`src/hw/rtl/psrle_pkg.sv`:
```
package psrle_pkg;

   localparam int DEF_SCREEN_WIDTH  = 320;
   localparam int DEF_SCREEN_HEIGHT = 200;
   localparam int DEF_PLANE_COUNT   = 4;

   localparam int ADDR_W   = 17;
   localparam int COUNT_W  = 14;
   localparam int BYTE_W   = 8;
   localparam int OP_W     = 2;
   localparam int ORGX_W   = 9;
   localparam int ORGY_W   = 8;
   localparam int CSR_IDX_W  = 2;
   localparam int CSR_DATA_W = 9;
   localparam int RSP_DATA_W = 40;

   localparam logic [1:0] PH_LOW     = 2'd0;
   localparam logic [1:0] PH_HIGH    = 2'd1;
   localparam logic [1:0] PH_DATA    = 2'd2;
   localparam logic [1:0] PH_DISCARD = 2'd3;

   localparam logic [1:0] CMD_END    = 2'd0;
   localparam logic [1:0] CMD_SKIP   = 2'd1;
   localparam logic [1:0] CMD_REPEAT = 2'd2;
   localparam logic [1:0] CMD_COPY   = 2'd3;

   localparam logic [OP_W-1:0] OP_WRITE = 2'd0;
   localparam logic [OP_W-1:0] OP_TINT  = 2'd1;
   localparam logic [OP_W-1:0] OP_END   = 2'd2;

   localparam logic [CSR_IDX_W-1:0] CSR_ORIGIN_X  = 2'd0;
   localparam logic [CSR_IDX_W-1:0] CSR_ORIGIN_Y  = 2'd1;
   localparam logic [CSR_IDX_W-1:0] CSR_TINT_MODE = 2'd2;

   typedef struct packed {
      logic [OP_W-1:0]    run_op;
      logic               out_of_screen;
      logic [BYTE_W-1:0]  pixel_value;
      logic [COUNT_W-1:0] run_length;
      logic [ADDR_W-1:0]  run_address;
   } run_type;

endpackage

```
`src/hw/rtl/planar_sprite_rle_decoder.sv`:
```
// Planar sprite run-length decoder.
// req channel: one compressed stream byte per transfer (req_tdata[7:0]).
// csr channel: register writes (0 origin_x, 1 origin_y, 2 tint_mode); always
// ready; the user must write it only while the decoder is idle (not enforced).
// A new origin reloads the destination at image start and at each plane end.
// rsp channel: pixel-write runs and the image-end marker; run_op on rsp_tuser,
// address, length, value and out-of-screen flag packed in rsp_tdata.
// Throughput: one byte per cycle unless the skid entry is full. All decode state
// updates at the byte's transfer; its run, if any, goes to the result register or,
// on a stall, the skid entry. The origin multiply and address add set the path.
// Stall: a result register plus one skid entry hold runs while rsp_tready is
// low; req_tready drops only once the skid entry is occupied.
// Reset: parse state returns to awaiting a control low byte, plane 0, origin
// and tint mode 0, both output entries empty.
module planar_sprite_rle_decoder #(
   parameter int SCREEN_WIDTH  = psrle_pkg::DEF_SCREEN_WIDTH,
   parameter int SCREEN_HEIGHT = psrle_pkg::DEF_SCREEN_HEIGHT,
   parameter int PLANE_COUNT   = psrle_pkg::DEF_PLANE_COUNT
) (
   input  logic                                 clock,
   input  logic                                 reset,
   input  logic                                 req_tvalid,
   output logic                                 req_tready,
   input  logic [psrle_pkg::BYTE_W-1:0]         req_tdata,   // [7:0] stream_byte
   output logic                                 rsp_tvalid,
   input  logic                                 rsp_tready,
   // [16:0] run_address, [30:17] run_length, [38:31] pixel_value, [39] out_of_screen
   output logic [psrle_pkg::RSP_DATA_W-1:0]     rsp_tdata,
   output logic [psrle_pkg::OP_W-1:0]           rsp_tuser,   // [1:0] run_op
   input  logic                                 csr_valid,
   output logic                                 csr_ready,
   input  logic [psrle_pkg::CSR_IDX_W-1:0]      csr_index,
   input  logic [psrle_pkg::CSR_DATA_W-1:0]     csr_data
);
   import psrle_pkg::*;

   localparam int PLANE_W    = (PLANE_COUNT > 1) ? $clog2(PLANE_COUNT) : 1;
   localparam int SCREEN_END = SCREEN_WIDTH * SCREEN_HEIGHT;
   localparam int END_W      = $clog2(SCREEN_END + 1);
   localparam int CMP_W      = ((END_W > ADDR_W) ? END_W : ADDR_W) + 1;

   logic [ORGX_W-1:0]  origin_x_ff;
   logic [ORGY_W-1:0]  origin_y_ff;
   logic               tint_mode_ff;

   logic [PLANE_W-1:0] plane_ff, plane_in;
   logic [1:0]         phase_ff, phase_in;
   logic [BYTE_W-1:0]  ctl_low_ff, ctl_low_in;
   logic [1:0]         cmd_ff, cmd_in;
   logic [COUNT_W-1:0] remain_ff, remain_in;
   logic [ADDR_W-1:0]  dest_ff, dest_in;
   logic               image_start_ff, image_start_in;

   logic               out_valid_ff, skid_valid_ff;
   run_type            out_ff, skid_ff;

   logic               accept, csr_fire, rsp_fire;
   logic               emit;
   run_type            run_new;
   logic [ADDR_W-1:0]  origin_base, dest_cur, run_addr;
   logic [1:0]         hi_cmd;
   logic [COUNT_W-1:0] hi_count, remain_dec;
   logic [ADDR_W-1:0]  advance_count;

   assign req_tready = !skid_valid_ff;
   assign accept     = req_tvalid && req_tready;
   assign csr_ready  = 1'b1;
   assign csr_fire   = csr_valid && csr_ready;
   assign rsp_fire   = out_valid_ff && rsp_tready;

   assign rsp_tvalid = out_valid_ff;
   assign rsp_tuser  = out_ff.run_op;
   assign rsp_tdata  = {out_ff.out_of_screen, out_ff.pixel_value,
                        out_ff.run_length, out_ff.run_address};

   assign origin_base = ADDR_W'(ADDR_W'(origin_y_ff) * ADDR_W'(SCREEN_WIDTH))
                        + ADDR_W'(origin_x_ff);
   assign dest_cur    = image_start_ff ? origin_base : dest_ff;
   assign hi_cmd      = req_tdata[7:6];
   assign hi_count    = {req_tdata[5:0], ctl_low_ff};
   assign remain_dec  = remain_ff - COUNT_W'(1);
   assign advance_count = {1'b0, hi_count, 2'b00};

   always_comb begin
      plane_in       = plane_ff;
      phase_in       = phase_ff;
      ctl_low_in     = ctl_low_ff;
      cmd_in         = cmd_ff;
      remain_in      = remain_ff;
      dest_in        = dest_cur;
      image_start_in = 1'b0;
      emit           = 1'b0;
      run_addr       = dest_cur;
      run_new.run_op        = OP_WRITE;
      run_new.run_length    = '0;
      run_new.pixel_value   = '0;
      run_new.run_address   = '0;
      run_new.out_of_screen = 1'b0;
      case (phase_ff)
         PH_LOW: begin
            ctl_low_in = req_tdata;
            phase_in   = PH_HIGH;
         end
         PH_HIGH: begin
            cmd_in    = hi_cmd;
            remain_in = hi_count;
            phase_in  = PH_LOW;
            case (hi_cmd)
               CMD_END: begin
                  if (plane_ff == PLANE_W'(PLANE_COUNT - 1)) begin
                     plane_in       = '0;
                     image_start_in = 1'b1;
                     emit           = 1'b1;
                     run_new.run_op = OP_END;
                  end else begin
                     plane_in = plane_ff + PLANE_W'(1);
                     dest_in  = origin_base + ADDR_W'(plane_ff) + ADDR_W'(1);
                  end
               end
               CMD_SKIP: begin
                  dest_in = dest_cur + advance_count;
               end
               default: begin
                  if (tint_mode_ff) begin
                     dest_in   = dest_cur + advance_count;
                     remain_in = (hi_cmd == CMD_REPEAT) ? COUNT_W'(1) : hi_count;
                     if (remain_in != '0) begin
                        phase_in = PH_DISCARD;
                     end
                     emit                = (hi_count != '0);
                     run_new.run_op      = OP_TINT;
                     run_new.run_address = dest_cur;
                     run_new.run_length  = hi_count;
                  end else if (hi_cmd == CMD_REPEAT || hi_count != '0) begin
                     phase_in = PH_DATA;
                  end
               end
            endcase
         end
         PH_DISCARD: begin
            remain_in = remain_dec;
            if (remain_dec == '0) begin
               phase_in = PH_LOW;
            end
         end
         default: begin
            run_new.run_address = dest_cur;
            run_new.pixel_value = req_tdata;
            if (cmd_ff == CMD_REPEAT) begin
               phase_in           = PH_LOW;
               remain_in          = '0;
               dest_in            = dest_cur + {1'b0, remain_ff, 2'b00};
               emit               = (remain_ff != '0);
               run_new.run_length = remain_ff;
            end else begin
               dest_in            = dest_cur + ADDR_W'(4);
               remain_in          = remain_dec;
               if (remain_dec == '0) begin
                  phase_in = PH_LOW;
               end
               emit               = 1'b1;
               run_new.run_length = COUNT_W'(1);
            end
         end
      endcase
      run_addr = run_new.run_address;
      run_new.out_of_screen = (run_new.run_op != OP_END) &&
                              (CMP_W'(run_addr) >= CMP_W'(SCREEN_END));
   end

   always_ff @(posedge clock) begin
      if (reset) begin
         origin_x_ff    <= '0;
         origin_y_ff    <= '0;
         tint_mode_ff   <= 1'b0;
         plane_ff       <= '0;
         phase_ff       <= PH_LOW;
         ctl_low_ff     <= '0;
         cmd_ff         <= CMD_END;
         remain_ff      <= '0;
         dest_ff        <= '0;
         image_start_ff <= 1'b1;
         out_valid_ff   <= 1'b0;
         skid_valid_ff  <= 1'b0;
      end else begin
         if (csr_fire) begin
            case (csr_index)
               CSR_ORIGIN_X:  origin_x_ff  <= csr_data[ORGX_W-1:0];
               CSR_ORIGIN_Y:  origin_y_ff  <= csr_data[ORGY_W-1:0];
               CSR_TINT_MODE: tint_mode_ff <= csr_data[0];
               default: ;
            endcase
         end
         if (accept) begin
            plane_ff       <= plane_in;
            phase_ff       <= phase_in;
            ctl_low_ff     <= ctl_low_in;
            cmd_ff         <= cmd_in;
            remain_ff      <= remain_in;
            dest_ff        <= dest_in;
            image_start_ff <= image_start_in;
         end
         if (!out_valid_ff || rsp_fire) begin
            if (skid_valid_ff) begin
               out_valid_ff  <= 1'b1;
               skid_valid_ff <= 1'b0;
            end else begin
               out_valid_ff <= accept && emit;
            end
         end else if (accept && emit) begin
            skid_valid_ff <= 1'b1;
         end
      end
   end

   always_ff @(posedge clock) begin
      if (!out_valid_ff || rsp_fire) begin
         if (skid_valid_ff) begin
            out_ff <= skid_ff;
         end else if (accept && emit) begin
            out_ff <= run_new;
         end
      end else if (accept && emit) begin
         skid_ff <= run_new;
      end
   end

   a_skid_behind_out: assert property (@(posedge clock) disable iff (reset)
      skid_valid_ff |-> out_valid_ff)
      else $error("skid entry occupied while result register empty");

   a_end_clean: assert property (@(posedge clock) disable iff (reset)
      (out_valid_ff && out_ff.run_op == OP_END) |->
      (out_ff.run_address == '0 && out_ff.run_length == '0 &&
       out_ff.pixel_value == '0 && !out_ff.out_of_screen))
      else $error("image end marker carries a nonzero field");

   a_op_legal: assert property (@(posedge clock) disable iff (reset)
      out_valid_ff |-> (out_ff.run_op == OP_WRITE || out_ff.run_op == OP_TINT ||
                        out_ff.run_op == OP_END))
      else $error("undefined run op on result");

   a_end_restarts: assert property (@(posedge clock) disable iff (reset)
      (accept && emit && run_new.run_op == OP_END) |=>
      (image_start_ff && plane_ff == '0 && phase_ff == PH_LOW))
      else $error("image end did not return to image start");

   a_data_not_start: assert property (@(posedge clock) disable iff (reset)
      (phase_ff == PH_DATA || phase_ff == PH_DISCARD) |-> !image_start_ff)
      else $error("data phase while at image start");

endmodule

```
`config.mk`:
```
export PLATFORM = sky130hd
export DESIGN_NAME = planar_sprite_rle_decoder
export DESIGN_NICKNAME = d
export VERILOG_FILES = /design/src/hw/rtl/psrle_pkg.sv /design/src/hw/rtl/planar_sprite_rle_decoder.sv
export SDC_FILE = /design/constraint.sdc
export NUM_CORES = 1
export LEC_CHECK = 0
export BUFFER_PORTS_ARGS = -buffer_cell sky130_fd_sc_hd__buf_4
export CAP_MARGIN = 10
export CORE_MARGIN = 1.5
export CORE_UTILIZATION = 45
export CTS_CLUSTER_DIAMETER = 40
export DETAILED_ROUTE_END_ITERATION = 8
export GPL_TIMING_DRIVEN = 0
export SLEW_MARGIN = 20
export SYNTH_ARGS = -nofsm -noshare
export SYNTH_HDL_FRONTEND = slang
export SYNTH_SLANG_ARGS = --single-unit
```
`constraint.sdc`:
```
create_clock -name clock -period 4.3 [get_ports clock]
set_clock_uncertainty 0.05 [all_clocks]
set_input_delay 0.215 -clock clock [delete_from_list [all_inputs] [get_ports clock]]
set_output_delay 0.215 -clock clock [all_outputs]
set_load 0.005 [all_outputs]
```
==> results.yml <==
routing:
  route.detailed.drc: 0
  dr.pass1.iters: 5
  postRouteAntennaNets: 0
  vias: 8196
  vias_per_cell: 5.82
  routed_wl_um: 27500
  drtIter0Drc: 755
  wire_per_inst_um: 19.5
logic_synthesis:
  yosysUniqueCellTypes: 88
  yosys.area.top_type_share_pct: 26.5
  yosys_most_used_dff: "edfxtp_1"
  syn-cell-area_mm2: 0.00951
  ys_ff_latch: 150
  synth_edf_count: 84
  synth_fp_nets: 1098
  syn_avg_cell_area_um2: 9.36
  synthTopCellsByArea: "edfxtp_1 27%, dfxtp_1 14%, ha_1 7.0%"
  ys_seq_area_share_pct: 40.4
  yosysTopAreaCell: "edfxtp_1"
  synth_top_cells_by_count: "122 x nor2_1, 84 x edfxtp_1, 70 x nand2_1"
  async_flop_share_pct: 0
  yosys.cell_count.top_type: "nor2_1"
  synthCells: 1016
  synth_warnings: 0
worst_setup_path:
  rrSetupSlack_ns: 0.14
  crit_cells: 13
  worstPathMaxFanout: 5
  rr_startpoint: "origin_y_ff[0]"
  setup.worst_path.start: "origin_y_ff[0]"
  cp_common_cell: "ha_1"
  crit_chain: "ha_1, fa_1, mux2i_1, inv_1, ha_1, o21ai_0, a21oi_1, o41ai_2, o21ai_1, a311oi_2, nor4_1, a2111oi_0, o2bb2ai_1"
  reg2reg_depth: 13
  crit_arrival_ns: 4.48
  cp_slowest_cell: "mux2i_1"
  worstPathRequired_ns: 4.62
  end_kind: "flop"
  critPathTopFamily: "compound AO/OA/AOI/OAI gates"
  crit_buf_inv: 1
  crit_type: "reg -> reg"
  reg2reg_to: "dest_ff[15]"
  endpoint: "dest_ff[15]"
  cp-start-kind: "flop"
  worst_path_largest_cell_delay_ns: 0.62
place:
  postPlaceCellArea_mm2: 0.0104
  io_buffers: 66
  dp_worst_setup_slack_ns: -0.596
  gp_congestion: 0.898
  dp_hpwl_um: 20500
timing:
  setup_viol: 0
  fin_crit_sh_pct: 96.7
  max_freq_ghz: 0.241
  fin_crit_ns: 4.16
  maxSlewViolCount: 0
  hold_ws_ns: 0.0701
  worst_slew_pin_slew_ns: 0.803
  rsz0062_at_grt: "false"
  final-hold-violation-count: 0
  slew-limit-headroom_pct: 45.7
  fin_ws_ns: 0.143
cts:
  numCtsBuffers: 17
  h-tree-depth: 4
  cts_root_buf: "clkbuf_16"
  clk_pin_slew_ns: 0.07
  clk_path_buf_depth: 2
  clkLatencyLatePin_ns: 0.43
  cts_tree: "yes"
  clock_sinks: 150
power_and_ir_drop:
  clockPowerShare_pct: 41.0
  powerDensity_mw_per_mm2: 331
  power.internal_mw: 2.67
  seq_power_share_pct: 42.1
  irDropWorstVdd_uv: 250
  finalPower_mw: 3.77
  p_comb_share_pct: 16.9
  power_switching_share_pct: 29.1
  p_sw_mw: 1.10
  p_leak_nw: 4.52
min_path:
  min_path_cells: 3
  hold_path.class: "in -> reg"
  hp-start: "req_tdata[5]"
die:
  die_w_um: 148
  dieArea_mm2: 0.0220
  num_rows: 52
  die_height_um: 148
  ios: 69
  core_area_mm2: 0.0205
  start_util_pct: 46.4
global_routing:
  grt_pass1_vias: 7711
  grt-ovfl-total: 0
  grt_pass1_wl_um: 42800
  antenna_found_initial: 0
  grt.total_usage_pct: 25.6
  grt_max_degree: 32
cells_and_area:
  finalNetCount: 1207
  drive_gt1_share_pct: 17.1
  post-route-util_pct: 55.6
  antenna_cells: 0
  finalInstanceArea_mm2: 0.0114
  syn_to_final_growth_pct: 19.8
outcome:
  status: "completed"
run:
  drv_cap: 0
==> stage by stage <==
stage                     instances  setup TNS (ns)
final                          1408               0
after global routing           1408               0
after CTS                      1401               0
after detailed placement       1354           -2.91
after global placement         1352          -43.87
after floorplan                1016               0
==> sequential cells by signal, summed over array words and instances, names as in the netlist <==
signal	count
cmd_ff	2
plane_ff	2
rsp_tdata	40
dest_ff	17
phase_ff	2
rsp_tvalid	1
image_start_ff	1
origin_x_ff	9
origin_y_ff	8
ctl_low_ff	8
skid_ff	42
rsp_tuser	2
tint_mode_ff	1
skid_valid_ff	1
remain_ff	14
==> worst min-delay path, stage by stage <==
cell and delay (ns):
buf_4 0.15, nand3_1 0.08, a21oi_1 0.05
==> worst min path at each step <==
stage	end	slack, ns
floorplan	origin_x_ff[0]	0.30
global placement	dest_ff[4]	0.39
detailed placement	dest_ff[4]	0.40
CTS	ctl_low_ff[2]	0.05
global route	ctl_low_ff[2]	0.06
finish	ctl_low_ff[5]	0.07
==> layout by cell type (no fill, tap or decap), types with 6 or more instances in the layout <==
| master | Yosys | final |
|---|---|---|
| nand2_1 | 70 | 70 |
| nand2b_1 | 13 | 13 |
| a211oi_1 | 15 | 15 |
| dfxtp_1 | 66 | 64 |
| a21o_1 | 8 | 7 |
| edfxtp_1 | 84 | 84 |
| nor2_1 | 122 | 121 |
| o31ai_1 | 17 | 17 |
| xnor2_1 | 27 | 24 |
| a221oi_1 | 13 | 13 |
| nor3_1 | 38 | 35 |
| inv_1 | 39 | 39 |
| nor2b_1 | 10 | 9 |
| a22o_1 | 14 | 14 |
| xor2_1 | 13 | 12 |
| a21oi_1 | 47 | 45 |
| ha_1 | 53 | 52 |
| buf_4 | 1 | 80 |
| o21bai_1 | 6 | 6 |
| nor4_1 | 11 | 11 |
| mux2i_1 | 28 | 22 |
| o21ai_1 | 6 | 7 |
| and2_1 | 25 | 25 |
| nand3_1 | 27 | 27 |
| o221ai_1 | 6 | 6 |
| o21ai_0 | 48 | 47 |
| clkbuf_16 | 0 | 17 |
| dlygate4sd3_1 | 0 | 10 |
| a22oi_1 | 8 | 8 |
| or2_2 | 6 | 6 |
| clkbuf_1 | 49 | 49 |
| mux2_2 | 23 | 23 |
==> power by group through the flow <==
stage	combinational (mW)	sequential, mW	clock, mW
3_3_place_gp	0.579	1.61	0
3_5_place_dp	0.583	1.61	0
6_report	0.639	1.59	1.55
4_1_cts	0.613	1.58	1.56
2_1_floorplan	0.415	1.60	0
5_1_grt	0.696	1.59	1.62
==> final cells by class <==
cell class,count,area (um2)
Fill cell,1882,9100
Multi-Input combinational cell,769,5510
Sequential cell,150,3850
Timing Repair Buffer,90,726
Clock buffer,17,425
Tap cell,270,338
Buffer,57,225
Clock inverter,15,180
Inverter,40,150
==> logic make-up after synthesis <==
group                      after synthesis  synth area share [%]
and+or+nand+nor                        362                  18.9
xor gates and xnor gates                43                  4.26
buffers and inverters                   97                  3.88
AOI/OAI and AO/OA                      253                  18.7
muxes                                   52                  5.82
DFF                                    150                  40.4
other                                    1                0.0394
adders and majority gates               58                  8.03
==> per-layer routing <==
metal	global-route usage [%]	vias to the layer above	wire (um)
li1	-	3988	-
met1	36.9	3859	12800
met2	38.8	290	12000
met3	3.62	59	1890
met4	10.4	0	836
met5	0	-	0
==> timing repair <==
item	4_1_cts	5_1_grt
pin swaps	1	4
hold buffers	10	0
endpoints found under the setup margin	9	5
endpoints found under the hold margin	19	0
buffers inserted	5	7
gates resized for setup	23	18
No activity file was read; power rests on OpenSTA's default activity.
